[src/hw/rtl/mst_pkg.sv]
// package: shared constants, codes and interface types of the segment tracker
package mst_pkg;

  localparam int MAX_SEGMENTS = 8192;
  localparam int MAP_WORDS    = (MAX_SEGMENTS + 31) / 32;
  localparam int WORD_AW      = (MAP_WORDS > 1) ? $clog2(MAP_WORDS) : 1;

  localparam int IN_TDATA_W  = 104;
  localparam int OUT_TDATA_W = 16;

  localparam logic [6:0] PCT_FULL = 7'd100;

  typedef enum logic [1:0] {
    ST_STORED = 2'd0,
    ST_DUP    = 2'd1,
    ST_BAD    = 2'd2,
    ST_HEADER = 2'd3
  } status_t;

  typedef enum logic {
    OP_HEADER = 1'b0,
    OP_BODY   = 1'b1
  } opcode_t;

  typedef enum logic {
    CFG_PAD_MODE   = 1'b0,
    CFG_IMAGE_TYPE = 1'b1
  } cfg_idx_t;

  typedef enum logic [3:0] {
    S_CLEAR, S_IDLE, S_DECODE, S_HDR, S_RD, S_MOD, S_DIV, S_CHECK, S_SCAN, S_EMIT
  } state_t;

  // request to the percentage unit
  typedef struct packed {
    logic        start;
    logic [26:0] bytes;
    logic [27:0] total;
  } div_req_t;

  // answer of the percentage unit
  typedef struct packed {
    logic       done;
    logic [6:0] percent;
  } div_rsp_t;

endpackage

[src/hw/rtl/mst_pct_div.sv]
// load percentage unit: bytes*100/total, one quotient bit per cycle, saturated
module mst_pct_div (
  input  logic              clk,
  input  logic              rst_n,
  input  mst_pkg::div_req_t req,
  output mst_pkg::div_rsp_t rsp
);
  import mst_pkg::*;

  logic        busy_r;
  logic        pre_r;
  logic [33:0] rem_r;
  logic [33:0] dsh_r;
  logic [27:0] den_r;
  logic [6:0]  q_r;
  logic [2:0]  cnt_r;
  logic        done_r;
  logic [6:0]  pct_r;
  logic        fits;
  logic [6:0]  q_new;

  // one restoring step
  always_comb begin
    fits  = rem_r >= dsh_r;
    q_new = fits ? (q_r | (7'd1 << cnt_r)) : q_r;
  end

  // sequencing of the compare and the seven steps
  always_ff @(posedge clk) begin
    if (!rst_n) begin
      busy_r <= 1'b0;
      done_r <= 1'b0;
    end else begin
      done_r <= 1'b0;
      if (req.start) begin
        busy_r <= 1'b1;
        pre_r  <= 1'b1;
        rem_r  <= 34'(req.bytes) * 34'(PCT_FULL);
        den_r  <= req.total;
        dsh_r  <= {req.total, 6'b0};
        q_r    <= '0;
        cnt_r  <= 3'd6;
      end else if (busy_r && pre_r) begin
        pre_r <= 1'b0;
        // quotient of 128 or more saturates at once
        if ({1'b0, rem_r} >= {den_r, 7'b0}) begin
          busy_r <= 1'b0;
          done_r <= 1'b1;
          pct_r  <= PCT_FULL;
        end
      end else if (busy_r) begin
        if (fits) begin
          rem_r <= rem_r - dsh_r;
        end
        q_r   <= q_new;
        dsh_r <= dsh_r >> 1;
        cnt_r <= cnt_r - 3'd1;
        if (cnt_r == 3'd0) begin
          busy_r <= 1'b0;
          done_r <= 1'b1;
          pct_r  <= (q_new > PCT_FULL) ? PCT_FULL : q_new;
        end
      end
    end
  end

  assign rsp.done    = done_r;
  assign rsp.percent = pct_r;

endmodule

[config.mk]
export PLATFORM = sky130hd
export DESIGN_NAME = mst_pct_div
export DESIGN_NICKNAME = d
export VERILOG_FILES = /design/src/hw/rtl/mst_pkg.sv /design/src/hw/rtl/mst_pct_div.sv
export SDC_FILE = /design/constraint.sdc
export NUM_CORES = 1
export LEC_CHECK = 0
export ABC_AREA = 1
export ABC_CLOCK_PERIOD_IN_PS = 6300
export BUFFER_PORTS_ARGS = -buffer_cell sky130_fd_sc_hd__buf_2
export CORE_UTILIZATION = 60
export CTS_CLUSTER_SIZE = 20
export DETAILED_ROUTE_END_ITERATION = 16
export GPL_TIMING_DRIVEN = 1
export PLACE_DENSITY_LB_ADDON = 0.25
export REMOVE_ABC_BUFFERS = 1
export SYNTH_ARGS = -nofsm -noshare
export SYNTH_HDL_FRONTEND = slang
export SYNTH_SLANG_ARGS = --single-unit
[constraint.sdc]
create_clock -name clk -period 6.3 [get_ports clk]
set_input_delay 0.315 -clock clk [delete_from_list [all_inputs] [get_ports clk]]
set_output_delay 0.315 -clock clk [all_outputs]
set_load 0.005 [all_outputs]
* After elaboration in Yosys (flattened, before gate mapping)
Cells that the tools add are included.
W data, S select, Z words.
** Cells by class
- Bitwise gates (word level) :: 3
- $add $sub $neg :: 2
- $lt $le $gt $ge :: 3
- Multipliers :: 1
- Eq/ne operators :: 3
- Reduce and logical (&&, ||, !) cells :: 13
- Shift-type cells :: 1
- Muxes and demuxes :: 27
** Operators with widths (number)
- $mux W34 :: 7
- $mux W7 :: 8
- $ge A34 B35 Y1 :: 1
- $ge A34 B34 Y1 :: 1
- $sub A34 B34 Y34 :: 1
- $mul A27 B5 Y32 const B :: 1
- $mux W1 :: 10
- $reduce_bool A2 Y1 :: 5
- $gt A7 B7 Y1 const B :: 1
- $or A7 B7 Y7 :: 1
- $shl A1 B3 Y7 const A :: 1
- $mux W3 :: 2
- $reduce_and A5 Y1 :: 1
- $reduce_and A2 Y1 :: 2
- $reduce_and A4 Y1 :: 1
- $logic_not A3 Y1 :: 1
- $ne A3 B2 Y1 const B :: 1
- $reduce_and A3 Y1 :: 1
- $sub A3 B1 Y3 const B :: 1
- $ne A2 B1 Y1 const B :: 1
- $ne A2 B2 Y1 const B :: 1
- $not A1 Y1 :: 2
- $reduce_or A2 Y1 :: 1
- $logic_and A1 B1 Y1 :: 1
** Storage, ports and cells
- Output and inout bits :: 8
- Word-level logic and storage cells :: 64
- Register bits after elaboration :: 116

* Logic depth before layout (Yosys ltp)
- Depth in word-level cells :: 8
- Mapped depth :: 20

* Worst setup path after synthesis
No wires, ideal clock.
- Path type :: input-to-reg
- Start :: input port req[55] (netlist name)
- End :: register rem_r[0] (enable)
- Cell stages on the path :: 6
- Data required time :: 5.911 ns
- Setup time :: 0.389 ns
- Data arrival time :: 4.108 ns
- Path slack :: 1.803 ns
- Cell sequence :: clkbuf_1 inv_1 clkbuf_1 a21oi_1 o21ai_0 inv_1
** On the way
- Cells in the longest elaborated chain, start to end :: 2
- Elaborated cells on any way between the ends :: 4
** RTL lines
- from (decl) :: line mst_pct_div.sv:5 : input mst_pkg::div_req_t req,
- $ne A2 B2 Y1 (no line) / $reduce_bool A2 Y1 (equally long branches)
- $reduce_and A4 Y1 (no line) (*)
- to (signal assigned) :: line mst_pct_div.sv:38 : rem_r <= 34'(req.bytes) * 34'(PCT_FULL);
- to (signal assigned) :: line mst_pct_div.sv:53 : rem_r <= rem_r - dsh_r;
- to (decl) :: line mst_pct_div.sv:12 : logic [33:0] rem_r;
Mark *: on every way between the ends. The rest lies on a longest branch, timed or not.
A chain may end at the register's enable or synchronous reset.

* Worst setup path after layout
- Start :: input port req[31] (netlist name)
- End :: register rem_r[32] (data pin)
** On the way
- Cells in the longest elaborated chain, start to end :: 2
** RTL lines
- $mul A27 B5 Y32 :: line mst_pct_div.sv:38
- $mux W34 :: line mst_pct_div.sv:35 : if (req.start) begin
No other way between the ends.

==> results.md <==
- Max incr delay on CP: 500 ps
- CP Max Fanout: 4
- FMAX: 0.291 GHz
- Async SR Flop Fraction: 0%
- Final setup viols: 0
- #FFs+latches synth: 116
- Critical Path RT: 6450 ps
- Largest net degree at the start of global routing: 60
- H-tree level count: 4
- I/O pin cnt: 66
- Post-cts sizing count: 0
- Vias: 9,106
- Via/cell ratio: 5.56
- Initial Utilization: 61.2%
- Post-synth top area cell: edfxtp_1
- Worst-path clk slew: 60 ps
- Max Root-Sink Buffers: 2
- CP Buf/Inv Count: 3
- Post-Syn Instances: 1,329
- First-pass GRT wire length: 42,000 um
- Die extent in x: 134 um
- Syn_area_per_cell: 7.91 um2
- DRC viols: 1
- Total track usage: 29.7%
- Critical Path Slowest Stage Cell: fa_1
- Post-synth EDFFs: 114
- # clock sinks: 116
- Synth top area share: 32.6%
- Pwr per Cell Area: 264 nW/um2
- Synth warn: 0
- Pre-Repair DR Iteration Count: 12
- Final Hold Viols: 0
- WL final: 25,300 um
- PortBufs: 65
- Worst IR Drop VDD: 207 uV
- Initial drt markers: 692
- Fin cells: 1,638
- Final setup margin: 2870 ps
- CTS tree: done
- Cell Area, Synth: 10,500 um2
- Top FF cell, synth: edfxtp_1
- Startpoint types: input port
- Setup TNS: 0 ps
- Max_cap viols: 0
- Worst Skew: 8.03 ps
- Row cnt: 48
- Critical path's most frequent cell: ha_1
- Area Growth Syn to Fin: 10.8%
- Total power: 3.07 mW
- CTS Buf Count: 17
- Placer Congestion: 0.961
- Tcrit/Tclk final: 54.5%
- Share of layout cells above drive strength 1: 9.34%
- Cell leakage power: 5.85 nW
- Final ANT Viol Nets: 0
- Failing checks: design-rule violations
- Synth top area cells: edfxtp_1 33%, ha_1 18%, inv_1 10%
- Post-CTS Setup Inserts: 0
- Grt ovf: 0
- Vias in the first global route: 8,874
- Clk root buf: clkbuf_16
- Layout net count: 1,632
- Initial antenna violation count: 0
- Slew Limit Fails: 0
- Inst Count DP: 1,606
- CP top delay family: adder cells
- Core Region: 17,200 um2
- Routed wire per std cell: 15.4 um
- CP cell instances: buf_2 > ha_1 > ha_1 > inv_1 > fa_1 > inv_1 > ha_1 > nand3_1 > nand3_1 > a21oi_1 > o21ai_1 > a21oi_1 > or2_1 > nand2_1 > o21ai_0 > o21ai_0
- Commonest cells post-synth: 286 x inv_1, 234 x nand2_1, 151 x ha_1, 121 x a21oi_1
- Design area: 11,600 um2
- Worst Hold Class: input port to flop
- Crit path kind: input port to flop
- Most common cell in the synthesized netlist: inv_1
- Least-Margin Pin Slew: 1170 ps
- Period minus WS final: 3430 ps
- Placed cell areas: 11,100 um2
- Critical Path Sink Type: flop
- Die H: 134 um
- # diodes: 0
- Status: complete, but fails checks
- Rel. slew slack: 22.1%
- Worst-skew pair later-pin latency: 420 ps
- Register area share after synthesis: 33.0%
- CTS Hold Buffers Added: 0
- Setup WS pre-CTS: 2520 ps
- Die Area: 18,000 um2
- RSZ-0062 raised after global routing: no
- Cell variety after synth: 47
- Crit path DAT: 3590 ps
- DP HPWL: 20,100 um
==> metal layers <==
metal | up-vias | track usage [%] | wire length, um | part of all wire [%]
met5 | - | 0 | 0 | 0
met4 | 0 | 10.0 | 502 | 2.0
met3 | 32 | 3.89 | 1330 | 5.3
met2 | 292 | 49.5 | 11800 | 47
met1 | 4234 | 39.7 | 11700 | 46
li1 | 4548 | - | - | -
==> layout make-up <==
type                    count  area [um2]
clock inverters            11         111
fillers                  1478        5540
inverters                 288        1080
well taps                 225         282
repair buffers             69         358
multi-input cells         908        5910
clock buffers              21         440
flip-flops and latches    116        3460
==> through the flow <==
step | hold slack (ps) | utilization [%]
final | 81.9 | 67.8
after global routing | 63.4 | 67.8
after CTS | 66.9 | 67.8
after detailed placement | 509 | 64.6
after global placement | 508 | 64.6
after floorplan | 414 | -
==> cell usage in the layout, fill, tap and decap left out, drive strengths merged, types with 9 or more instances in the layout <==
cell and instances:
a21oi 125, a31oi 13, buf 69, clkbuf 21, edfxtp 114, fa 23
ha 151, inv 287, nand2 248, nand3 32, nand4 9, nor2 107
nor3 12, o21ai 123
==> path summary, 6_finish.rpt <==
kind	slack [ps]	startpoint	cells past startpoint	endpoint
hold / removal	80	req[24]	1	den_r[24]
hold reg to reg	550	dsh_r[3]	2	dsh_r[2]
setup reg to reg	3390	rem_r[10]	9	pct_r[2]
setup / recovery	2870	req[31]	16	rem_r[32]
==> sequential cells by signal (all words and copies together), names as in the netlist, 3 cells and up <==
register,flops
rem_r,34
cnt_r,3
den_r,28
dsh_r,34
pct_r,7
q_r,7
==> cell families (layout without fill, tap and decap cells) <==
| group | after synthesis | count (layout) | synth area share [%] |
|---|---|---|---|
| compound gates | 294 | 294 | 15.3 |
| simple gates | 428 | 428 | 17.5 |
| buf+inv | 305 | 389 | 10.9 |
| xor+xnor | 12 | 12 | 1.00 |
| flops | 116 | 116 | 33.0 |
| fa+ha+maj | 174 | 174 | 22.4 |
==> power breakdown <==
part | switching [mW] | internal [mW] | total [mW]
clock network | 0.343 | 0.575 | 0.918
logic | 0.779 | 0.406 | 1.19
registers | 0.0330 | 0.939 | 0.972
No activity file was read; power rests on OpenSTA's default activity.
